===== src/hdl/tlcn_pkg.sv =====
// Package for the tile line color normalizer: mode codes, register indexes and color helpers.
package tlcn_pkg;

    // Pattern mode codes
    localparam logic [2:0] MODE_AUTO     = 3'd0;
    localparam logic [2:0] MODE_FORCE_FG = 3'd1;
    localparam logic [2:0] MODE_FORCE_BG = 3'd2;
    localparam logic [2:0] MODE_HIGH_FG  = 3'd3;
    localparam logic [2:0] MODE_LOW_FG   = 3'd4;
    localparam logic [2:0] MODE_LIGHT_FG = 3'd5;
    localparam logic [2:0] MODE_DARK_FG  = 3'd6;

    // Configuration register indexes
    localparam int CFG_INDEX_W = 3;
    localparam logic [CFG_INDEX_W-1:0] REG_PATTERN_MODE         = 3'd0;
    localparam logic [CFG_INDEX_W-1:0] REG_FORCED_BIT           = 3'd1;
    localparam logic [CFG_INDEX_W-1:0] REG_PREFERRED_BACKGROUND = 3'd2;
    localparam logic [CFG_INDEX_W-1:0] REG_STRIPPED_IMAGE       = 3'd3;
    localparam logic [CFG_INDEX_W-1:0] REG_RANGE_FIRST          = 3'd4;
    localparam logic [CFG_INDEX_W-1:0] REG_RANGE_LAST           = 3'd5;

    localparam int CFG_DATA_W = 17;

    localparam logic [7:0] PATTERN_EMPTY = 8'h00;
    localparam logic [7:0] PATTERN_FULL  = 8'hff;
    localparam logic [3:0] COLOR_WHITE   = 4'd15;
    localparam logic [CFG_DATA_W-1:0] RANGE_OPEN = '1;

    typedef struct packed {
        logic [7:0] pattern;
        logic [7:0] color;
    } tile_line_t;

    // Brightness rank of each palette color
    function automatic logic [3:0] bright_of(input logic [3:0] color);
        logic [3:0] rank;
        begin
            unique case (color)
                4'd0:  rank = 4'd0;
                4'd1:  rank = 4'd1;
                4'd2:  rank = 4'd5;
                4'd3:  rank = 4'd10;
                4'd4:  rank = 4'd2;
                4'd5:  rank = 4'd7;
                4'd6:  rank = 4'd3;
                4'd7:  rank = 4'd11;
                4'd8:  rank = 4'd6;
                4'd9:  rank = 4'd9;
                4'd10: rank = 4'd12;
                4'd11: rank = 4'd13;
                4'd12: rank = 4'd4;
                4'd13: rank = 4'd8;
                4'd14: rank = 4'd14;
                4'd15: rank = 4'd15;
                default: rank = 4'd0;
            endcase
            return rank;
        end
    endfunction

    // Complement the pattern and swap the color nibbles
    function automatic tile_line_t invert_line(input tile_line_t line);
        tile_line_t res;
        begin
            res.pattern = ~line.pattern;
            res.color   = {line.color[3:0], line.color[7:4]};
            return res;
        end
    endfunction

    // True when both lines show the same color at every pixel
    function automatic logic same_pixels(input tile_line_t a, input tile_line_t b);
        logic       same;
        logic [3:0] ca;
        logic [3:0] cb;
        begin
            same = 1'b1;
            for (int i = 0; i < 8; i++)
            begin
                ca = a.pattern[i] ? a.color[7:4] : a.color[3:0];
                cb = b.pattern[i] ? b.color[7:4] : b.color[3:0];
                if (ca != cb)
                    same = 1'b0;
            end
            return same;
        end
    endfunction

endpackage


===== src/hdl/tile_line_color_normalizer.sv =====
// Tile line color normalizer: input register, normalize logic, output register.
//
// Takes one 8-pixel tile line per cycle unless m_tready stalls the output, and
// returns an equivalent pattern/color pair, possibly inverted, through the input
// register and then the result register. Throughput is set by the
// previous-line feedback: the line just decided is written into the previous-line
// register at the same edge that loads the result, so the next line sees it at
// once. Configuration writes are taken at any time (cfg_ready is always high) and
// must only be issued while no line is in flight.
module tile_line_color_normalizer
    import tlcn_pkg::*;
(
    input  logic                   clk,
    input  logic                   rst_n,
    // Configuration write channel
    input  logic                   cfg_valid,
    output logic                   cfg_ready,
    input  logic [CFG_INDEX_W-1:0] cfg_index,
    input  logic [CFG_DATA_W-1:0]  cfg_data,
    // Input stream
    input  logic                   s_tvalid,
    output logic                   s_tready,
    input  logic [31:0]            s_tdata,   // [7:0] line_pattern, [15:8] line_color,
                                              // [31:16] line_index
    input  logic [0:0]             s_tuser,   // [0] frame_start
    // Output stream
    output logic                   m_tvalid,
    input  logic                   m_tready,
    output logic [15:0]            m_tdata    // [7:0] out_pattern, [15:8] out_color
);

    // Configuration registers
    logic [2:0]            pattern_mode_reg;
    logic [2:0]            forced_bit_reg;
    logic [3:0]            preferred_bg_reg;
    logic                  stripped_image_reg;
    logic [CFG_DATA_W-1:0] range_first_reg;
    logic [CFG_DATA_W-1:0] range_last_reg;

    // Pipeline registers
    logic        in_valid_reg;
    tile_line_t  in_line_reg;
    logic [15:0] in_index_reg;
    logic        in_frame_start_reg;
    logic        out_valid_reg;
    tile_line_t  out_line_reg;
    tile_line_t  prev_line_reg;

    logic        out_free;
    logic        in_advance;
    tile_line_t  prev_line;
    tile_line_t  line_inv;
    tile_line_t  line_next;
    logic        in_range;
    logic        first_ok;
    logic        last_ok;
    logic [2:0]  mode;
    logic [3:0]  hi;
    logic [3:0]  lo;
    logic        single;
    logic [3:0]  single_color;
    logic        pb_dark;
    logic        forced_pix;
    logic [3:0]  rank_hi;
    logic [3:0]  rank_lo;

    assign cfg_ready = 1'b1;

    // Hold configuration, write on a completed transaction
    always_ff @(posedge clk or negedge rst_n)
    begin
        if (!rst_n)
        begin
            pattern_mode_reg   <= MODE_AUTO;
            forced_bit_reg     <= '0;
            preferred_bg_reg   <= '0;
            stripped_image_reg <= 1'b0;
            range_first_reg    <= RANGE_OPEN;
            range_last_reg     <= RANGE_OPEN;
        end
        else if (cfg_valid && cfg_ready)
        begin
            unique case (cfg_index)
                REG_PATTERN_MODE:         pattern_mode_reg   <= cfg_data[2:0];
                REG_FORCED_BIT:           forced_bit_reg     <= cfg_data[2:0];
                REG_PREFERRED_BACKGROUND: preferred_bg_reg   <= cfg_data[3:0];
                REG_STRIPPED_IMAGE:       stripped_image_reg <= cfg_data[0];
                REG_RANGE_FIRST:          range_first_reg    <= cfg_data;
                REG_RANGE_LAST:           range_last_reg     <= cfg_data;
                default: ;
            endcase
        end
    end

    // Handshake: the output register frees when its transaction completes
    assign out_free   = !out_valid_reg || m_tready;
    assign s_tready   = !in_valid_reg || out_free;
    assign in_advance = in_valid_reg && out_free;

    assign m_tvalid = out_valid_reg;
    assign m_tdata  = {out_line_reg.color, out_line_reg.pattern};

    // Previous line, reloaded at frame start
    always_comb
    begin
        if (in_frame_start_reg)
        begin
            prev_line.pattern = PATTERN_EMPTY;
            prev_line.color   = {preferred_bg_reg, preferred_bg_reg};
        end
        else
        begin
            prev_line = prev_line_reg;
        end
    end

    // Range check on the line index
    always_comb
    begin
        if (range_first_reg == RANGE_OPEN || range_first_reg[CFG_DATA_W-1])
            first_ok = 1'b1;
        else
            first_ok = range_first_reg[15:0] <= in_index_reg;
        if (range_last_reg == RANGE_OPEN)
            last_ok = 1'b1;
        else if (range_last_reg[CFG_DATA_W-1])
            last_ok = 1'b0;
        else
            last_ok = in_index_reg <= range_last_reg[15:0];
    end

    assign in_range = first_ok && last_ok;
    assign mode     = in_range ? pattern_mode_reg : MODE_AUTO;
    assign hi       = in_line_reg.color[7:4];
    assign lo       = in_line_reg.color[3:0];
    assign rank_hi  = bright_of(hi);
    assign rank_lo  = bright_of(lo);
    assign pb_dark  = bright_of(preferred_bg_reg) < 4'd8;
    assign line_inv = invert_line(in_line_reg);
    assign forced_pix = in_line_reg.pattern[forced_bit_reg];

    // Detect a single-color line
    always_comb
    begin
        single       = 1'b1;
        single_color = lo;
        if (in_line_reg.pattern == PATTERN_EMPTY)
            single_color = lo;
        else if (in_line_reg.pattern == PATTERN_FULL)
            single_color = hi;
        else if (lo != hi)
            single = 1'b0;
    end

    // Normalize the line
    always_comb
    begin
        line_next = in_line_reg;
        unique case (mode)
            MODE_FORCE_FG:
            begin
                if (!forced_pix)
                    line_next = line_inv;
            end
            MODE_FORCE_BG:
            begin
                if (forced_pix)
                    line_next = line_inv;
            end
            MODE_HIGH_FG:
            begin
                if (hi < lo || (in_line_reg.pattern == PATTERN_FULL && hi < 4'd2))
                    line_next = line_inv;
            end
            MODE_LOW_FG:
            begin
                if (lo < hi || (in_line_reg.pattern == PATTERN_EMPTY && lo == COLOR_WHITE))
                    line_next = line_inv;
            end
            MODE_LIGHT_FG:
            begin
                if (rank_hi < rank_lo)
                    line_next = line_inv;
            end
            MODE_DARK_FG:
            begin
                if (rank_lo < rank_hi)
                    line_next = line_inv;
            end
            default:
            begin
                // Automatic choice
                if (same_pixels(in_line_reg, prev_line))
                begin
                    line_next = prev_line;
                end
                else if (single)
                begin
                    if (stripped_image_reg)
                    begin
                        line_next.pattern = PATTERN_FULL;
                        line_next.color   = {single_color, preferred_bg_reg};
                    end
                    else if (single_color == prev_line.color[3:0])
                    begin
                        line_next.pattern = PATTERN_EMPTY;
                        line_next.color   = prev_line.color;
                    end
                    else if (single_color == prev_line.color[7:4])
                    begin
                        line_next.pattern = PATTERN_FULL;
                        line_next.color   = prev_line.color;
                    end
                    else if (pb_dark == (bright_of(single_color) < 4'd8))
                    begin
                        line_next.pattern = PATTERN_EMPTY;
                        line_next.color   = {4'd0, single_color};
                    end
                    else
                    begin
                        line_next.pattern = PATTERN_FULL;
                        line_next.color   = {single_color, preferred_bg_reg};
                    end
                end
                else if (in_line_reg.color == prev_line.color)
                begin
                    line_next = in_line_reg;
                end
                else if (line_inv.color == prev_line.color)
                begin
                    line_next = line_inv;
                end
                else if (lo == preferred_bg_reg)
                begin
                    line_next = in_line_reg;
                end
                else if (hi == preferred_bg_reg)
                begin
                    line_next = line_inv;
                end
                else if (pb_dark ? (rank_lo > rank_hi) : (rank_lo < rank_hi))
                begin
                    line_next = line_inv;
                end
            end
        endcase
    end

    // Advance the pipeline
    always_ff @(posedge clk or negedge rst_n)
    begin
        if (!rst_n)
        begin
            in_valid_reg  <= 1'b0;
            out_valid_reg <= 1'b0;
            prev_line_reg <= '0;
        end
        else
        begin
            if (s_tready)
                in_valid_reg <= s_tvalid;
            if (out_free)
                out_valid_reg <= in_valid_reg;
            if (in_advance)
                prev_line_reg <= line_next;
        end
    end

    // Payload registers
    always_ff @(posedge clk)
    begin
        if (s_tready && s_tvalid)
        begin
            in_line_reg.pattern <= s_tdata[7:0];
            in_line_reg.color   <= s_tdata[15:8];
            in_index_reg        <= s_tdata[31:16];
            in_frame_start_reg  <= s_tuser[0];
        end
        if (in_advance)
            out_line_reg <= line_next;
    end

endmodule


===== config.mk =====
export PLATFORM = sky130hd
export DESIGN_NAME = tile_line_color_normalizer
export DESIGN_NICKNAME = d
export VERILOG_FILES = /design/src/hdl/tlcn_pkg.sv /design/src/hdl/tile_line_color_normalizer.sv
export SDC_FILE = /design/constraint.sdc
export NUM_CORES = 1
export LEC_CHECK = 0
export ABC_AREA = 1
export BUFFER_PORTS_ARGS = -buffer_cell sky130_fd_sc_hd__buf_2
export CAP_MARGIN = 15
export CORE_MARGIN = 3
export CORE_UTILIZATION = 56
export CTS_CLUSTER_SIZE = 24
export DETAILED_ROUTE_END_ITERATION = 16
export GPL_TIMING_DRIVEN = 0
export PLACE_DENSITY = 0.71
export SLEW_MARGIN = 20
export SYNTH_ARGS = -nofsm -noshare
export SYNTH_HDL_FRONTEND = slang
export SYNTH_SLANG_ARGS = --single-unit

===== constraint.sdc =====
create_clock -name clk -period 3.1 [get_ports clk]
set_input_delay 0.31 -clock clk [delete_from_list [all_inputs] [get_ports clk]]
set_output_delay 0.31 -clock clk [all_outputs]
set_load 0.005 [all_outputs]

==> run_results.csv <==
group,metric,value,unit
synthesis,synth_seq_cells,120,
global_route,grt_use_total,0.3416,
synthesis,avgSynthCellArea,6.473,µm²
routing,wirelength,35180,µm
routing,via_count,11346,
die,rows,49,
global_route,grtUsageMet3,0.07242,
die,die_area,0.02081,mm²
sta,min_period,3.057,ns
clock_network,insertion_delay,0.43,ns
synthesis,yosysWarnings,0,
setup_path,crit_top_cell,"nand2_1",
sta,finalSetupTns,0,ns
sta,period_share,0.9862,
routing,drcViolationCount,0,
clock_network,cts_root_buffer,"clkbuf_16",
setup_path,startpoint_type,"register",
clock_network,cts.clk_slew.worst_paths,0.07,ns
sta,max_freq,327.1,MHz
synthesis,yosysSeqAreaShare,0.3036,
global_route,gr-total-overflow,0,
cells_and_area,layout.cells.most_common,"nand2_1",
die,io_pins,77,
setup_path,critPathRequiredTime,3.23,ns
clock_network,cts_buffers,17,
sta,skew,0.02014,ns
synthesis,synth_edf_count,49,
sta,rsz0062_at_grt,"false",
cells_and_area,syn2layout_area_growth,14.06,%
cells_and_area,drive_above_1_share,0.1456,
power,power_density,697.7,mW/mm²
place,place_congestion,0.9901,
setup_path,max_stage_delay,0.47,ns
global_route,grt_max_degree,46,
clock_network,cts_tree,"done",
sta,worst_slew_pin_slew,0.8078,ns
cells_and_area,fin_nets,1869,
power,power,8520,µW
setup_path,worstPathCellList,"inv_2, buf_6, ha_1, a21oi_1, nand2_2, nand2_2, o31ai_4, buf_6, nand2_1, o21ai_0, nand4_1, nand2_1, nor2_1, nand2_1",
setup_path,crit_slowest_cell,"edfxtp_1",
setup_path,rrSetupSlack,0.04,ns
sta,relSlewSlack,0.4615,
place,place_area,0.01140,mm²
cells_and_area,final_area,0.01221,mm²
place,dpl.hpwl,26390,µm
synthesis,synthesis.area,0.01071,mm²
sta,hold_viol,0,
synthesis,ys.flop_type,"edfxtp_1",
power,ir_worst_vdd,420.9,µV
global_route,antenna_found_initial,0,
setup_path,setup.worst_path.end_class,"register",
setup_path,crit_type,"reg2reg",
global_route,grt_pass1_vias,10192,
power,power_leakage,0.006300,µW
global_route,gr-usage-met1,0.4634,
routing,drt_pass1_iterations,6,
synthesis,syn_inst,1654,
routing,wire_per_inst,17.57,µm
die,initial_core_util,0.5821,
synthesis,async_flop_share,0.5250,
die,die_h,144.3,µm
die,fp.dieW,144.3,µm
run,maxCapViolations,0,
cells_and_area,fin_util,0.6639,
setup_path,critPathArrivalTime,3.19,ns
run_status,status,"complete, no violations",
global_route,grt_pass1_wl,54790,µm
sta,setup_viol_count_final,0,
die,core,0.01839,mm²
sta,drv_slew,0,
routing,vias_per_cell,5.667,
synthesis,ys_types,46,
clock_network,cts_max_path_buffers,2,
routing,ant_nets,0,
hold_path,hold_path.class,"in2reg",
clock_network,cts.sinks,120,
routing,drtIter0Drc,1143,
cells_and_area,layout_common_cells,"nand2_1, inv_1, nand3_1",
setup_path,cp_max_fo,10,
global_route,grt_use_met2,0.5211,
sta,whs,0.05540,ns
global_route,gr-max-usage-layer,"met2",
place,portBuffers,75,
synthesis,synth_nets,1764,
clock_network,htreeDepth,4,
## logic make-up (layout without fill, tap and decap cells)
family,after synthesis,in the layout,synth area share
and+or+nand+nor,880,880,0.3474
buffers and inverters,294,412,0.1132
AOI/OAI and AO/OA,235,235,0.1157
DFF,120,120,0.3036
xor gates and xnor gates,72,72,0.05890
adders and majority gates,52,52,0.06077
other,1,2,0.0003503
## final timing paths
| kind | from | to | cells after the start |
|---|---|---|---|
| setup / recovery | hi[3] | m_tdata[8] | 14 |
| hold / removal | s_tdata[20] | in_index_reg[4] | 1 |
| setup reg to reg | hi[3] | m_tdata[8] | 14 |
| hold reg to reg | range_last_reg[12] | range_last_reg[12] | 2 |
| max in group asynchronous | rst_n | range_first_reg[13] | 3 |
| min in group asynchronous | rst_n | prev_line_reg[3] | 2 |
## power by group
| group | internal, µW | total [µW] | switching, µW |
|---|---|---|---|
| Sequential | 2110 | 2330 | 218 |
| Combinational | 1350 | 4120 | 2770 |
| Clock | 1150 | 2070 | 915 |
## cell type report
class / count / area (µm²)
multi-input cells: 1240 / 6319
diodes: 1 / 2.502
fillers: 1727 / 6181
plain buffers: 81 / 449.2
inverters: 210 / 799.5
well taps: 229 / 286.5
flip-flops and latches: 120 / 3251
clock inverters: 15 / 173.9
clock buffers: 17 / 425.4
repair buffers: 89 / 505.5
## worst max-delay path, delay by kind of cell (launching register included)
family	cells	cell delay (ns)
compound gates	3	0.45
fa+ha+maj	1	0.27
buf+inv	3	0.56
flops	1	0.47
simple gates	7	0.99
## what timing repair did
item / in CTS / in global routing
endpoints found under the hold margin: 18 / 0
pin swaps: 0 / 4
buffers inserted: 2 / 10
resized for setup: 12 / 46
hold buffers: 1 / 0
endpoints found under the setup margin: 32 / 32
## through the flow
step | std cells | setup slack, ns
global placement | 1958 | -0.5734
CTS | 1992 | -0.002803
finish | 2002 | 0.04272
floorplan | 1654 | 0.5691
global route | 2001 | 0.0003813
detailed placement | 1959 | -0.5628
## routing by layer
layer  vias up  wire, µm
met3       113      3469
met5         -         0
met4         0      1656
li1       5532         -
met2       596     15400
met1      5105     14660
## Yosys cell counts (34+ instances only)
library cell	number	area, µm²
nand3_1	166	830.8
edfxtp_1	49	1471
ha_1	52	650.6
clkbuf_1	41	153.9
dfstp_2	34	893.4
inv_1	200	750.7
nor2_1	100	375.4
o21ai_0	161	805.8
xor2_1	57	499.2
a21oi_1	37	185.2
nand4_1	41	256.5
nand2_1	536	2012
(Power assumes the default switching activity.)
